==> src/sv/qws_pkg.sv <==
// Package for the quoted word splitter: scan modes, result kinds, special characters,
// register indexes, the result record and the escape mapping. No dependencies.
`default_nettype none

package qws_pkg;

  // Scan mode of the splitter
  typedef enum logic [2:0] {
    MODE_NORMAL = 3'd0,
    MODE_SKIP   = 3'd1,
    MODE_DQ     = 3'd2,
    MODE_SQ     = 3'd3,
    MODE_DQ_ESC = 3'd4,
    MODE_SQ_ESC = 3'd5,
    MODE_ESC    = 3'd6,
    MODE_DONE   = 3'd7
  } qws_mode_t;

  // Result kind codes
  localparam logic [1:0] KIND_BYTE = 2'd0;
  localparam logic [1:0] KIND_WEND = 2'd1;
  localparam logic [1:0] KIND_DONE = 2'd2;

  // Special characters
  localparam logic [7:0] CH_NUL   = 8'h00;
  localparam logic [7:0] CH_DQ    = 8'h22;
  localparam logic [7:0] CH_SQ    = 8'h27;
  localparam logic [7:0] CH_BSL   = 8'h5c;
  localparam logic [7:0] CH_N     = 8'h6e;
  localparam logic [7:0] CH_T     = 8'h74;
  localparam logic [7:0] CH_B     = 8'h62;
  localparam logic [7:0] CH_R     = 8'h72;
  localparam logic [7:0] CH_F     = 8'h66;

  // Configuration register indexes
  localparam logic [1:0] REG_BREAK_A = 2'd0;
  localparam logic [1:0] REG_BREAK_B = 2'd1;
  localparam logic [1:0] REG_END_A   = 2'd2;
  localparam logic [1:0] REG_END_B   = 2'd3;

  // One result record as it leaves the block
  typedef struct packed {
    logic [7:0]  out_byte;
    logic [1:0]  kind;
    logic [15:0] word_count;
    logic        last_of_run;
  } qws_result_t;

  // Map an escaped byte to its control code
  function automatic logic [7:0] esc_map(input logic [7:0] b);
    logic [7:0] r;
    unique case (b)
      CH_N:    r = 8'd10;
      CH_T:    r = 8'd9;
      CH_B:    r = 8'd8;
      CH_R:    r = 8'd13;
      CH_F:    r = 8'd12;
      default: r = b;
    endcase
    return r;
  endfunction

endpackage

`default_nettype wire

==> src/sv/qws_if.sv <==
// Stream interfaces for the quoted word splitter: byte input and result output.
// No dependencies.
`default_nettype none

interface qws_in_if;
  logic       valid;
  logic       ready;
  logic [7:0] in_byte;

  modport source (output valid, output in_byte, input ready);
  modport sink   (input valid, input in_byte, output ready);
endinterface

interface qws_out_if;
  logic        valid;
  logic        ready;
  logic [7:0]  out_byte;
  logic [1:0]  kind;
  logic [15:0] word_count;
  logic        last_of_run;

  modport source (output valid, output out_byte, output kind, output word_count,
                  output last_of_run, input ready);
  modport sink   (input valid, input out_byte, input kind, input word_count,
                  input last_of_run, output ready);
endinterface

`default_nettype wire

==> src/sv/quoted_word_splitter.sv <==
// Quoted word splitter top level: scan state, APB register file and result queue.
// Depends on qws_pkg and the stream interfaces in qws_if.sv.
//
// Usage: bytes of a NUL-terminated string enter on in_ch, one per transaction.
// Each byte yields zero, one or two results on out_ch: word bytes, end-of-word
// markers and a string-finished marker, with last_of_run set on the final
// result of each byte. A NUL byte finishes the string and rearms the block.
// The user sets the break and end characters over the APB port (4 registers at byte
// addresses 0, 4, 8, 12) only while the block is idle; the block does not enforce this.
// Results enter the result queue as their byte is accepted and leave it in order.
// Throughput: one byte per cycle while out_ch takes results and each byte yields
// at most one result; a byte that yields two results holds the input back, since
// out_ch carries one result per cycle. The 4-entry result queue sets this: in_ch
// is ready while at least two entries are free.
// Reset: clears the scan state, word count and queue and loads the default
// break characters (space, tab) and end character (newline).
// Stall: when out_ch is held off, the queue fills and in_ch drops ready; no
// result is lost or repeated.
`default_nettype none

module quoted_word_splitter
  import qws_pkg::*;
#(
  parameter int COUNT_WIDTH = 16
) (
  input  wire logic        clk,
  input  wire logic        rst,
  qws_in_if.sink           in_ch,
  qws_out_if.source        out_ch,
  input  wire logic        psel,
  input  wire logic        penable,
  input  wire logic        pwrite,
  input  wire logic [3:0]  paddr,
  input  wire logic [31:0] pwdata,
  output logic [31:0]      prdata,
  output logic             pready
);

  localparam int DEPTH = 4;
  localparam int PTR_W = $clog2(DEPTH);
  localparam int CNT_W = $clog2(DEPTH + 1);

  // Configuration registers
  logic [7:0] break_char_a, break_char_b, end_char_a, end_char_b;

  // Scan state
  qws_mode_t              scan_mode, scan_mode_next;
  logic                   word_has_bytes, word_has_bytes_next;
  logic [COUNT_WIDTH-1:0] words_so_far, words_so_far_next;

  // Result queue
  qws_result_t            queue_mem [DEPTH];
  logic [PTR_W-1:0]       wr_ptr, rd_ptr;
  logic [CNT_W-1:0]       fill;

  logic        in_fire, out_fire;
  logic [7:0]  b;
  logic        is_end_b, is_break_b;
  logic [1:0]  push_n;
  qws_result_t res0, res1;

  // Present the word count on 16 bits, saturating when wider
  function automatic logic [15:0] count_view(input logic [COUNT_WIDTH-1:0] c);
    logic [31:0] ext;
    ext = 32'(c);
    return (ext > 32'h0000_ffff) ? 16'hffff : ext[15:0];
  endfunction

  // APB register file
  assign pready = 1'b1;

  always_ff @(posedge clk) begin
    if (rst) begin
      break_char_a <= 8'd32;
      break_char_b <= 8'd9;
      end_char_a   <= 8'd10;
      end_char_b   <= 8'd0;
    end else if (psel && penable && pwrite && pready) begin
      unique case (paddr[3:2])
        REG_BREAK_A: break_char_a <= pwdata[7:0];
        REG_BREAK_B: break_char_b <= pwdata[7:0];
        REG_END_A:   end_char_a   <= pwdata[7:0];
        REG_END_B:   end_char_b   <= pwdata[7:0];
        default:     break_char_a <= break_char_a;
      endcase
    end
  end

  always_comb begin
    unique case (paddr[3:2])
      REG_BREAK_A: prdata = {24'd0, break_char_a};
      REG_BREAK_B: prdata = {24'd0, break_char_b};
      REG_END_A:   prdata = {24'd0, end_char_a};
      REG_END_B:   prdata = {24'd0, end_char_b};
      default:     prdata = '0;
    endcase
  end

  // Handshakes
  assign in_ch.ready = (fill < CNT_W'(DEPTH - 1));
  assign in_fire     = in_ch.valid && in_ch.ready;
  assign out_ch.valid = (fill != '0);
  assign out_fire    = out_ch.valid && out_ch.ready;

  // Character classes
  assign b          = in_ch.in_byte;
  assign is_end_b   = (b != CH_NUL) && (b == end_char_a || b == end_char_b);
  assign is_break_b = (b != CH_NUL) && (b == break_char_a || b == break_char_b);

  // Next scan state and the results of this byte
  always_comb begin
    logic                   do_finish, do_byte, do_wend, do_rearm;
    logic [7:0]             byte_val;
    logic [COUNT_WIDTH-1:0] cnt_inc;

    do_finish = 1'b0;
    do_byte   = 1'b0;
    do_wend   = 1'b0;
    do_rearm  = 1'b0;
    byte_val  = b;
    cnt_inc   = (words_so_far == '1) ? words_so_far : words_so_far + COUNT_WIDTH'(1);

    scan_mode_next      = scan_mode;
    word_has_bytes_next = word_has_bytes;
    words_so_far_next   = words_so_far;
    push_n = 2'd0;
    res0   = '0;
    res1   = '0;

    // classify the byte against the current mode
    unique case (scan_mode)
      MODE_DONE: begin
        if (b == CH_NUL) do_rearm = 1'b1;
      end
      MODE_ESC, MODE_DQ_ESC, MODE_SQ_ESC: begin
        if (b == CH_NUL) begin
          do_finish = 1'b1;
        end else begin
          do_byte  = 1'b1;
          byte_val = esc_map(b);
          unique case (scan_mode)
            MODE_ESC:    scan_mode_next = MODE_NORMAL;
            MODE_DQ_ESC: scan_mode_next = MODE_DQ;
            default:     scan_mode_next = MODE_SQ;
          endcase
        end
      end
      MODE_DQ, MODE_SQ: begin
        priority if (b == CH_NUL) begin
          do_finish = 1'b1;
        end else if (b == ((scan_mode == MODE_DQ) ? CH_DQ : CH_SQ)) begin
          scan_mode_next = MODE_NORMAL;
        end else if (is_end_b) begin
          do_finish = 1'b1;
        end else if (b == CH_BSL) begin
          scan_mode_next = (scan_mode == MODE_DQ) ? MODE_DQ_ESC : MODE_SQ_ESC;
        end else begin
          do_byte = 1'b1;
        end
      end
      default: begin
        priority if (b == CH_NUL || is_end_b) begin
          do_finish = 1'b1;
        end else if (is_break_b) begin
          do_wend        = (scan_mode != MODE_SKIP);
          scan_mode_next = MODE_SKIP;
        end else if (b == CH_DQ) begin
          scan_mode_next = MODE_DQ;
        end else if (b == CH_SQ) begin
          scan_mode_next = MODE_SQ;
        end else if (b == CH_BSL) begin
          scan_mode_next = MODE_ESC;
        end else begin
          scan_mode_next = MODE_NORMAL;
          do_byte        = 1'b1;
        end
      end
    endcase

    // build results and update the word state
    if (do_finish) begin
      if (word_has_bytes) begin
        res0   = '{out_byte: 8'd0, kind: KIND_WEND, word_count: count_view(cnt_inc),
                   last_of_run: 1'b0};
        res1   = '{out_byte: 8'd0, kind: KIND_DONE, word_count: count_view(cnt_inc),
                   last_of_run: 1'b1};
        push_n = 2'd2;
        words_so_far_next = cnt_inc;
      end else begin
        res0   = '{out_byte: 8'd0, kind: KIND_DONE, word_count: count_view(words_so_far),
                   last_of_run: 1'b1};
        push_n = 2'd1;
      end
      word_has_bytes_next = 1'b0;
      if (b == CH_NUL) begin
        scan_mode_next    = MODE_NORMAL;
        words_so_far_next = '0;
      end else begin
        scan_mode_next = MODE_DONE;
      end
    end else if (do_wend) begin
      res0   = '{out_byte: 8'd0, kind: KIND_WEND, word_count: count_view(cnt_inc),
                 last_of_run: 1'b1};
      push_n = 2'd1;
      words_so_far_next   = cnt_inc;
      word_has_bytes_next = 1'b0;
    end else if (do_byte) begin
      res0   = '{out_byte: byte_val, kind: KIND_BYTE,
                 word_count: count_view(words_so_far), last_of_run: 1'b1};
      push_n = 2'd1;
      word_has_bytes_next = 1'b1;
    end else if (do_rearm) begin
      scan_mode_next      = MODE_NORMAL;
      word_has_bytes_next = 1'b0;
      words_so_far_next   = '0;
    end
  end

  // Scan state register, advanced on each accepted byte
  always_ff @(posedge clk) begin
    if (rst) begin
      scan_mode      <= MODE_NORMAL;
      word_has_bytes <= 1'b0;
      words_so_far   <= '0;
    end else if (in_fire) begin
      scan_mode      <= scan_mode_next;
      word_has_bytes <= word_has_bytes_next;
      words_so_far   <= words_so_far_next;
    end
  end

  // Result queue pointers and fill level
  always_ff @(posedge clk) begin
    logic [1:0] add;
    add = in_fire ? push_n : 2'd0;
    if (rst) begin
      wr_ptr <= '0;
      rd_ptr <= '0;
      fill   <= '0;
    end else begin
      wr_ptr <= wr_ptr + PTR_W'(add);
      if (out_fire) rd_ptr <= rd_ptr + PTR_W'(1);
      fill <= fill + CNT_W'(add) - CNT_W'(out_fire);
    end
  end

  // Result queue storage
  always_ff @(posedge clk) begin
    if (in_fire && push_n != 2'd0) queue_mem[wr_ptr] <= res0;
    if (in_fire && push_n == 2'd2) queue_mem[wr_ptr + PTR_W'(1)] <= res1;
  end

  // Drive the head of the queue
  assign out_ch.out_byte    = queue_mem[rd_ptr].out_byte;
  assign out_ch.kind        = queue_mem[rd_ptr].kind;
  assign out_ch.word_count  = queue_mem[rd_ptr].word_count;
  assign out_ch.last_of_run = queue_mem[rd_ptr].last_of_run;

  // Queue never overflows
  a_fill_bound: assert property (@(posedge clk) disable iff (rst)
    fill <= CNT_W'(DEPTH))
    else $error("result queue overfilled");

  // A string-finished marker always closes its byte's run
  a_done_last: assert property (@(posedge clk) disable iff (rst)
    out_ch.valid && out_ch.kind == KIND_DONE |-> out_ch.last_of_run)
    else $error("done marker without last_of_run");

  // A NUL byte rearms the scan state
  a_nul_rearm: assert property (@(posedge clk) disable iff (rst)
    in_fire && in_ch.in_byte == CH_NUL |=>
      scan_mode == MODE_NORMAL && words_so_far == '0 && !word_has_bytes)
    else $error("NUL did not rearm the splitter");

  // Kind code stays in range on the output
  a_kind_range: assert property (@(posedge clk) disable iff (rst)
    out_ch.valid |-> out_ch.kind != 2'd3)
    else $error("illegal result kind");

endmodule

`default_nettype wire

==> src/flat_wrapper.sv <==
// flat-port wrapper written by rule: the top's interface ports become plain ports
module quoted_word_splitter_flat import qws_pkg::*;
#(
  parameter int COUNT_WIDTH = 16
)
  (clk, rst, psel, penable, pwrite, paddr, pwdata, prdata, pready, in_ch_valid, in_ch_in_byte, in_ch_ready, out_ch_valid, out_ch_out_byte, out_ch_kind, out_ch_word_count, out_ch_last_of_run, out_ch_ready);
  qws_in_if in_ch_i ();
  qws_out_if out_ch_i ();
  input  wire logic clk;
  input  wire logic rst;
  input  wire logic psel;
  input  wire logic penable;
  input  wire logic pwrite;
  input  wire logic [3:0] paddr;
  input  wire logic [31:0] pwdata;
  output logic [31:0] prdata;
  output logic pready;
  input wire logic [$bits(in_ch_i.valid)-1:0] in_ch_valid;
  input wire logic [$bits(in_ch_i.in_byte)-1:0] in_ch_in_byte;
  output wire logic [$bits(in_ch_i.ready)-1:0] in_ch_ready;
  output wire logic [$bits(out_ch_i.valid)-1:0] out_ch_valid;
  output wire logic [$bits(out_ch_i.out_byte)-1:0] out_ch_out_byte;
  output wire logic [$bits(out_ch_i.kind)-1:0] out_ch_kind;
  output wire logic [$bits(out_ch_i.word_count)-1:0] out_ch_word_count;
  output wire logic [$bits(out_ch_i.last_of_run)-1:0] out_ch_last_of_run;
  input wire logic [$bits(out_ch_i.ready)-1:0] out_ch_ready;
  assign in_ch_i.valid = in_ch_valid;
  assign in_ch_i.in_byte = in_ch_in_byte;
  assign in_ch_ready = in_ch_i.ready;
  assign out_ch_valid = out_ch_i.valid;
  assign out_ch_out_byte = out_ch_i.out_byte;
  assign out_ch_kind = out_ch_i.kind;
  assign out_ch_word_count = out_ch_i.word_count;
  assign out_ch_last_of_run = out_ch_i.last_of_run;
  assign out_ch_i.ready = out_ch_ready;
  quoted_word_splitter #(.COUNT_WIDTH(COUNT_WIDTH)) u_core (.clk(clk), .rst(rst), .in_ch(in_ch_i), .out_ch(out_ch_i), .psel(psel), .penable(penable), .pwrite(pwrite), .paddr(paddr), .pwdata(pwdata), .prdata(prdata), .pready(pready));
endmodule
==> config.mk <==
export PLATFORM = sky130hd
export DESIGN_NAME = quoted_word_splitter_flat
export DESIGN_NICKNAME = d
export VERILOG_FILES = /design/src/sv/qws_pkg.sv /design/src/sv/qws_if.sv /design/src/sv/quoted_word_splitter.sv /design/src/flat_wrapper.sv
export SDC_FILE = /design/constraint.sdc
export NUM_CORES = 1
export LEC_CHECK = 0
export BUFFER_PORTS_ARGS = -buffer_cell sky130_fd_sc_hd__clkbuf_2
export CORE_MARGIN = 1
export CORE_UTILIZATION = 45
export CTS_CLUSTER_DIAMETER = 30
export DETAILED_ROUTE_END_ITERATION = 12
export PLACE_DENSITY_LB_ADDON = 0.2
export RECOVER_POWER = 25
export REMOVE_ABC_BUFFERS = 1
export SYNTH_ARGS = -nofsm -noshare
export SYNTH_HDL_FRONTEND = slang
export SYNTH_SLANG_ARGS = --single-unit
==> constraint.sdc <==
create_clock -name clk -period 7.7 [get_ports clk]
set_input_delay 0.77 -clock clk [delete_from_list [all_inputs] [get_ports clk]]
set_output_delay 0.77 -clock clk [all_outputs]
set_load 0.005 [all_outputs]
### Word level (Yosys, flattened, before mapping)

Memory sizes are Yosys's and may differ from the RTL's. A register that Yosys moved wholly into a read port is not among the register bits.
Cells that the tools add are included.

| word-level totals | value |
|---|---|
| register bits | 59 |
| RAM bits | 108 |
| input bits | 51 |
| output and inout bits | 62 |
| word-level logic and storage cells | 143 |
| memories kept | 1 |

| operators by class | value |
|---|---|
| add/subtract/negate cells | 6 |
| order comparisons | 1 |
| equality and inequality tests | 27 |
| multiplexer cells | 71 |
| reduce and logical (&&, ||, !) cells | 27 |

Memories:

| name | words | width | rd ports | clocked after memory_dff | wr ports | RTL line | text |
|---|---|---|---|---|---|---|---|
| u_core.queue_mem | 4 | 27 | 1 | 1 | 2 | quoted_word_splitter.sv:52 | `qws_result_t queue_mem [DEPTH];` |

Operators by type and width:

| kind | number |
|---|---|
| case mux 32 bit (4 select lines) | 1 |
| two-way mux 16 bit | 7 |
| two-way mux 27 bit | 4 |
| == test 8 x 7 -> 1 bit, second input constant | 6 |
| two-way mux 3 bit | 16 |
| == test 8 bit | 5 |
| case mux 8 bit (5 select lines) | 1 |
| two-way mux 19 bit | 2 |
| two-way mux 1 bit | 28 |
| adder 16 x 1 -> 16 bit, second input constant | 1 |
| == test 16 bit, second input constant | 1 |
| == test 8 x 6 -> 1 bit, second input constant | 2 |
| two-way mux 8 bit | 2 |
| == test 3 bit, second input constant | 4 |
| two-way mux 2 bit | 6 |
| AND reduction 2 bit | 5 |
| case mux 3 bit (3 select lines) | 1 |
| logical AND 1 bit | 8 |
| logical NOT 8 bit | 1 |
| nonzero test 8 bit | 1 |
| == test 2 bit, second input constant | 3 |
| == test 3 x 2 -> 1 bit, second input constant | 2 |
| != test 3 x 1 -> 1 bit, second input constant | 2 |
| case mux 1 bit (3 select lines) | 2 |
| other kinds (17) | 21 |

### Depth between registers and ports, before layout

Gate-level depths: netlist of the first run.

| depth | value |
|---|---|
| word-level depth | 14 |
| mapped depth | 14 |
| gate-level depth less buffers | 11 |

### Least setup slack after synthesis of the first run

No wires, ideal clock.

| timing | value |
|---|---|
| kind | input to register |
| start point | input port in_ch_in_byte[5] |
| end point | memory u_core.queue_mem[2][0] in the netlist's numbering, enable pin |
| setup time | 0.375 ns |
| data arrival time | 3.003 ns |
| required time | 7.325 ns |
| path slack | 4.322 ns |
| cell stages on the path | 9 |
| path through | buf_2 > nor4_4 > nand2_1 > a211o_2 > a211oi_4 > buf_2 > nand4b_2 > buf_2 > nand2_1 |

RTL lines:

| what | RTL line | text |
|---|---|---|
| from (decl) | flat_wrapper.sv:19 | `input wire logic [$bits(in_ch_i.in_byte)-1:0] in_ch_in_byte;` |
| to (decl) | quoted_word_splitter.sv:52 |  |

==> impl_metrics.yaml, run 1 <==
placement:
  placed_cell_area_um2: 9470
  gp_congestion: 0.801
  dp_hpwl_um: 14300
  port_buffers: 61
hold_path:
  hold_path_depth: 2
  hp-class: "register to register"
  min_to: "u_core.queue_mem[0][23]"
  min-delay-start: "u_core.queue_mem[0][23]"
timing:
  fin_crit_ns: 5.77
  finClkSkew_ns: 0.0127
  rsz0062_at_grt: "no"
  fmax_ghz: 0.173
  finalSetupViolCount: 0
  fin_crit_sh_pct: 74.9
  tightestPinTransition_ns: 2.54
  slew_viol_final: 54
  relSlewSlack_pct: -69.4
  hold_violations: 0
  setup_tns_ns: 0
detailed_routing:
  wl_um: 22400
  vias_per_cell: 5.68
  drt_iter0_markers: 542
  dr.pass1.iters: 6
  wl_per_cell_um: 18.7
  ant_nets: 0
  drc: 0
  via_count: 6788
global_routing:
  met1_usage_pct: 29.0
  grt-busiest-layer: "met2"
  antenna_found_initial: 0
  gr-total-overflow: 0
  use_met2_pct: 35.0
  grt_max_degree: 63
  grt_pass1_vias: 6572
  use_met3_pct: 5.28
  grt_pass1_wl_um: 35500
  track_usage_pct: 21.7
clock_tree:
  cts_resized: 0
  tritoncts: "built"
  clock-root-buffer: "clkbuf_16"
  clock-sinks: 169
  cts_setup_buffers: 0
  hold_buffers: 0
  clk_pin_slew_ns: 0.07
  htree_num_levels: 4
  cts_made_buffers: 17
  clk_latency_ns: 0.43
  clockBufferDepth: 2
flow_run:
  cap_violations: 2
final_layout:
  postLayoutCellArea_um2: 10100
  diodes: 0
  area_delta_synth_final_pct: 8.77
  drive_above_1_share_pct: 16.0
  nNetsFinal: 970
  fillers: 1883
critical_path:
  cp.required_ns: 7.75
  rr_endpoint: "u_core.queue_mem[2][5]"
  cp_max_fo: 28
  critPathLaunchType: "primary input"
  cp.arrival_ns: 5.82
  rrSetupSlack_ns: 2.49
  rr_worst_depth: 7
  endpoint_kind: "register"
  crit_type: "primary input to register"
  reg2reg_from: "u_core.break_char_a[2]"
floorplan:
  fp.dieW_um: 145
  initial_utilization_pct: 45.8
  dieArea_um2: 21100
  placementRows: 52
  ios: 113
  core_um2: 20200
  die_h_um: 145
run_status:
  status: "finished, violations left"
  violations: "max-capacitance violations, max-slew violations"
power_and_ir_drop:
  ir_drop_v: 0.000173
  p_per_area_nw_per_um2: 268
  p_leak_nw: 3.72
yosys:
  synth_seq_cells: 169
  synth.distinct_cells: 81
  syn-instance-count: 899
  synthTopCellsByArea: "edfxtp_1 (23%), dfxtp_1 (21%), mux4_2 (8.5%), mux2i_1 (4.3%), o22ai_1 (3.7%)"
  async_flop_share_pct: 0
  synth.top_cells.by_count: "dfxtp_1 (97), nand2_1 (84), edfxtp_1 (72), nor2_1 (66), o22ai_1 (55)"
  yosysMostFrequentCell: "dfxtp_1"
  yosysWarningCount: 0
  synth_area_per_cell_um2: 10.3
  synth_enable_flop_cells: 72
  synth_top_area_share_pct: 23.4
  yosysSeqAreaShare_pct: 44.4
  ys.flop_type: "dfxtp_1"
  synth_area_um2: 9240
  yosys.area.top_type: "edfxtp_1"
## worst max-delay path: stages
cell and delay, ns:
clkbuf_1 0.59, nor4_1 0.18, and2_1 0.28, nor2_1 0.24
nand3_2 0.14, o221ai_1 1.91, o21ai_4 0.67, nand2_1 1.01
## worst max-delay path by stage
| stage | slack, ns | startpoint | to | cells after the start |
|---|---|---|---|---|
| 6_report | 1.93 | in_ch_in_byte[4] | u_core.queue_mem[2][5] | 8 |
| 5_1_grt | 1.61 | in_ch_in_byte[4] | u_core.queue_mem[2][9] | 8 |
| 4_1_cts | 3.38 | in_ch_in_byte[7] | u_core.queue_mem[2][7] | 8 |
| 3_5_place_dp | 2.94 | in_ch_in_byte[2] | u_core.queue_mem[2][8] | 8 |
| 3_3_place_gp | 2.98 | in_ch_in_byte[4] | u_core.queue_mem[2][10] | 7 |
| 2_1_floorplan | 3.96 | in_ch_in_byte[0] | u_core.queue_mem[1][0] | 7 |
## flip-flops by register name (all words and copies together), names as in the netlist, named ones only
signal                 count
u_core.fill                3
u_core.wr_ptr              2
u_core.word_has_bytes      1
u_core.break_char_a        8
u_core.rd_ptr              2
u_core.queue_mem         108
u_core.end_char_b          8
u_core.break_char_b        8
u_core.scan_mode           3
u_core.end_char_a          8
u_core.words_so_far       16
## through the flow
stage	cells	util (%)	hold WS [ns]	power [mW]	worst slack [ns]
6_report	1196	49.8	0.454	2.69	1.93
5_1_grt	1196	49.8	0.474	2.83	1.61
4_1_cts	1196	50.1	0.455	2.72	3.38
3_5_place_dp	1164	47.0	0.447	1.80	2.94
3_3_place_gp	1164	47.0	0.443	1.79	2.98
2_1_floorplan	825	-	0.431	1.56	3.96
## cell families (layout without fill, tap and decap cells)
logic type	Yosys count	in the layout	synth area share [%]
AO/OA/AOI/OAI	184	184	13.4
flip-flops	169	169	44.4
adder cells (fa/ha/maj)	6	6	0.894
buffers and inverters	115	119	6.78
AND/OR/NAND/NOR	293	293	16.2
multiplexers	75	75	12.9
other	2	25	0.0813
XOR/XNOR	55	55	5.29
## cell usage in the layout (no fill, tap or decap), types with 5 or more instances in the layout
cell / synthesis / routed
buf_4: 36 / 6
a22oi_1: 14 / 14
edfxtp_1: 72 / 72
and2_1: 9 / 8
nand2b_1: 5 / 5
mux4_2: 35 / 35
dfxtp_1: 97 / 96
xor2_1: 25 / 25
ha_1: 5 / 5
nand3_1: 49 / 49
a21o_1: 4 / 5
mux2i_1: 40 / 40
o22ai_1: 55 / 55
clkbuf_16: 0 / 17
o21ai_0: 18 / 18
nand4_1: 18 / 18
a21oi_1: 47 / 47
conb_1: 2 / 25
nor2b_1: 8 / 8
nor2_1: 66 / 66
and3_1: 7 / 7
clkbuf_1: 29 / 15
a211o_1: 5 / 5
clkbuf_2: 0 / 47
nand2_1: 84 / 84
nor3_1: 8 / 8
inv_1: 18 / 18
o21ai_1: 8 / 8
or3_1: 6 / 6
xnor2_1: 29 / 29
## power by group
group / internal (mW) / leakage, nW / switching (mW)
clock network: 0.549 / 0.307 / 0.376
logic: 0.291 / 1.87 / 0.332
registers: 1.08 / 1.54 / 0.0650
total: 1.92 / 3.72 / 0.773
## area by class of cell
cell class,instances,area [um^2],share of cell area [%]
Timing Repair Buffer,69,340,3.39
Tap cell,270,338,3.36
Clock inverter,15,210,2.09
Clock buffer,17,425,4.23
Inverter,18,67.6,0.672
Sequential cell,169,4110,40.8
Multi-Input combinational cell,638,4570,45.4
## layer usage
metal,share of wire (%),up-vias
met4,1.3,0
met5,0,-
li1,-,3282
met2,46,222
met1,46,3257
met3,6.2,27
Note: power is estimated with default switching activity, not from simulation.
==> run 2, diff against run 1 <==
ABC_AREA = 1   (was default)
clock period = 5.05 ns   (was 7.7 ns; I/O delays follow)
==> run 2 against run 1 <==
The flow still finishes with violations (max-capacitance violations, max-slew violations); die area rose by 12%; synthesized area rose by 13%; critical path depth rose by 6; sequential share of layout area fell by 4.2 points; sequential cell count did not move; non-clock buffer count rose by 2; first-iteration DRC count rose by 57%; count of clock-buffer cells in the layout did not move; cell count rose by 49%; combinational power rose to 3.1 times the previous value; global-route usage rose by 2.5 points; sequential power rose by 66%; critical path type is now register to register; critical endpoint is now u_core.queue_mem[0][15]; largest cell class unchanged; largest power group is now combinational logic.
==> impl_metrics.yaml, run 2 <==
final_layout:
  layout_commonest_cell: "nand2_1"
  fin_cells: 1785
  nNetsFinal: 1544
  largest_reg_flops: 108
  diodes: 0
  layout_common_cells: "nand2_1 (387), nor2_1 (223), inv_1 (133)"
  reg.largest.list: "u_core.queue_mem: 108 flops, u_core.words_so_far: 16 flops"
  drive_above_1_share_pct: 11.0
  area_delta_synth_final_pct: 7.77
  regMostFlops: "u_core.queue_mem"
detailed_routing:
  wl_per_cell_um: 15.7
  via_count: 9370
  drc: 0
  vias_per_cell: 5.25
  dr.pass1.iters: 5
  wl_um: 28000
  ant_nets: 0
  drt_iter0_markers: 849
yosys:
  synth_area_per_cell_um2: 7.13
  yosysMostFrequentCell: "nand2_1"
  synth_top_family_by_area: "simple AND/OR/NAND/NOR gates"
  synth.top_cells.by_count: "nand2_1 (386), nor2_1 (223), inv_1 (132), o21ai_0 (132), dfxtp_1 (97)"
  synth_enable_flop_cells: 72
  synth_top_area_share_pct: 20.8
  yosys.area.top_type: "edfxtp_1"
  yosysSeqAreaShare_pct: 39.5
  synth-xor-area-share_pct: 3.03
  syn-instance-count: 1459
  synth.distinct_cells: 47
  synth_seq_cells: 169
  synthMuxAreaShare_pct: 0
  synthTopCellsByArea: "edfxtp_1 (21%), dfxtp_1 (19%), nand2_1 (14%), nor2_1 (8.0%), o21ai_0 (6.4%)"
  synth_area_um2: 10400
  yosysWarningCount: 0
  ys.flop_type: "dfxtp_1"
  synth_fa_ha_area_share_pct: 0.794
  synth_compound_area_share_pct: 15.3
  synth-simple-area-share_pct: 30.0
  async_flop_share_pct: 0
run_status:
  violations: "max-capacitance violations, max-slew violations"
  status: "finished, violations left"
critical_path:
  cp.required_ns: 5.19
  cp.arrival_ns: 4.02
  slowest_delay_ns: 0.57
  path_cells: "inv_1 -> nand3_1 -> nand2_1 -> nand2_1 -> nand2_1 -> nand2_1 -> inv_1 -> nand3_2 -> nand3_1 -> nand2_1 -> nand3_4 -> nand3_4 -> nand2_1 -> buf_4"
  cpMaxStageDelayCell: "nand2_1"
  cp_top_family: "simple AND/OR/NAND/NOR gates"
  cp_common_cell: "nand2_1"
  cp_max_fo: 31
  worst-path-buf-inv: 3
  endpoint_kind: "register"
  crit_type: "register to register"
  critPathLaunchType: "register"
clock_tree:
  cts_resized: 0
  cts_setup_buffers: 0
  hold_buffers: 0
  clk_latency_ns: 0.44
  cts_made_buffers: 17
  htree_num_levels: 4
  tritoncts: "built"
  clk_pin_slew_ns: 0.08
  clock-sinks: 169
  clock-root-buffer: "clkbuf_16"
  clockBufferDepth: 2
power_and_ir_drop:
  pwr-share-seq_pct: 36.5
  intPower_mw: 3.04
  ir_drop_v: 0.000258
  p_per_area_nw_per_um2: 462
  power.share.clock_pct: 26.5
  switchingPower_mw: 2.14
  p_leak_nw: 5.21
  power_frac_comb_pct: 37.0
  switching_share_pct: 41.3
timing:
  fin_crit_ns: 3.89
  finalSetupViolCount: 0
  rsz0062_at_grt: "no"
  setup_tns_ns: 0
  relSlewSlack_pct: -45.0
  finClkSkew_ns: 0.0131
  fmax_ghz: 0.257
  slew_viol_final: 51
  hold_violations: 0
  tightestPinTransition_ns: 2.18
  fin_hold_ws_ns: 0.310
  fin_crit_sh_pct: 76.9
floorplan:
  fp.dieW_um: 154
  die_h_um: 154
  dieArea_um2: 23700
  core_um2: 22600
  initial_utilization_pct: 45.9
  ios: 113
  placementRows: 55
placement:
  gp_congestion: 0.910
  dp_hpwl_um: 19000
  dp_cells: 1753
  port_buffers: 61
global_routing:
  grt_max_degree: 64
  gr-total-overflow: 0
  grt_pass1_vias: 8604
  antenna_found_initial: 0
  grt_pass1_wl_um: 45000
  track_usage_pct: 24.2
hold_path:
  hp-class: "primary input to register"
flow_run:
  cap_violations: 1
-- run 2: cell count changes after synthesis, sizes merged, moves of 9 or more --
| cell | change |
|---|---|
| nand2 | +310 |
| o21ai | +174 |
| nor2 | +164 |
| inv | +129 |
| mux2i | -40 |
| o22ai | -36 |
| mux4 | -35 |
| a22oi | -14 |
| nand3 | +13 |
| xor2 | -12 |
| and2 | -9 |
-- run 2: worst reg2reg max path, delay by kind of cell, from the launching register on --
| family | cells | cell delay (ns) |
|---|---|---|
| flops | 1 | 0.38 |
| buf+inv | 3 | 0.56 |
| simple gates | 11 | 2.63 |
-- run 2: layout make-up --
type,count,area [um^2]
tap,285,357
inverter,154,598
clock buffer,17,425
clock inverter,15,188
multi-input combinational,1074,5170
fill,2282,11400
sequential,169,4100
timing repair buffer,71,370
-- run 2: metal layers --
metal / track usage [%] / vias up / share of wire, %
met5: 0 / - / 0
met4: 5.67 / 0 / 0.97
met3: 3.58 / 24 / 5.3
met2: 39.5 / 287 / 45
met1: 33.5 / 4317 / 48
li1: - / 4742 / -
-- run 2: per-stage QoR --
stage	setup slack [ns]	utilization (%)	area (um^2)	power [mW]
3_3_place_gp	1.29	47.0	10600	3.79
5_1_grt	0.914	49.5	11200	5.52
6_report	1.16	49.5	11200	5.18
3_5_place_dp	1.30	47.0	10600	3.83
4_1_cts	1.70	49.7	11300	5.21
2_1_floorplan	1.99	-	9900	3.18
-- run 2: final timing paths --
path / startpoint / end / slack [ns] / depth (start not counted)
worst max-delay path: u_core.scan_mode[2] / u_core.queue_mem[0][15] / 1.16 / 14
worst min-delay path: pwdata[3] / u_core.break_char_b[3] / 0.31 / 3
worst min register to register: u_core.queue_mem[3][17] / u_core.queue_mem[3][17] / 0.46 / 2
worst max register to register: u_core.scan_mode[2] / u_core.queue_mem[0][15] / 1.16 / 14
-- run 2: power groups by stage --
stage | logic (mW) | clock network (mW) | registers [mW]
6_report | 1.92 | 1.37 | 1.89
5_1_grt | 2.16 | 1.44 | 1.92
4_1_cts | 1.92 | 1.39 | 1.89
3_5_place_dp | 1.91 | 0 | 1.92
3_3_place_gp | 1.88 | 0 | 1.91
2_1_floorplan | 1.28 | 0 | 1.90
-- run 2: cells by family (layout without fill, tap and decap cells) --
group,count (synthesis),in the layout
other cells,2,25
flops,169,169
fa+ha+maj,6,6
xor+xnor,36,36
buf+inv,239,257
compound gates,285,285
simple gates,722,722
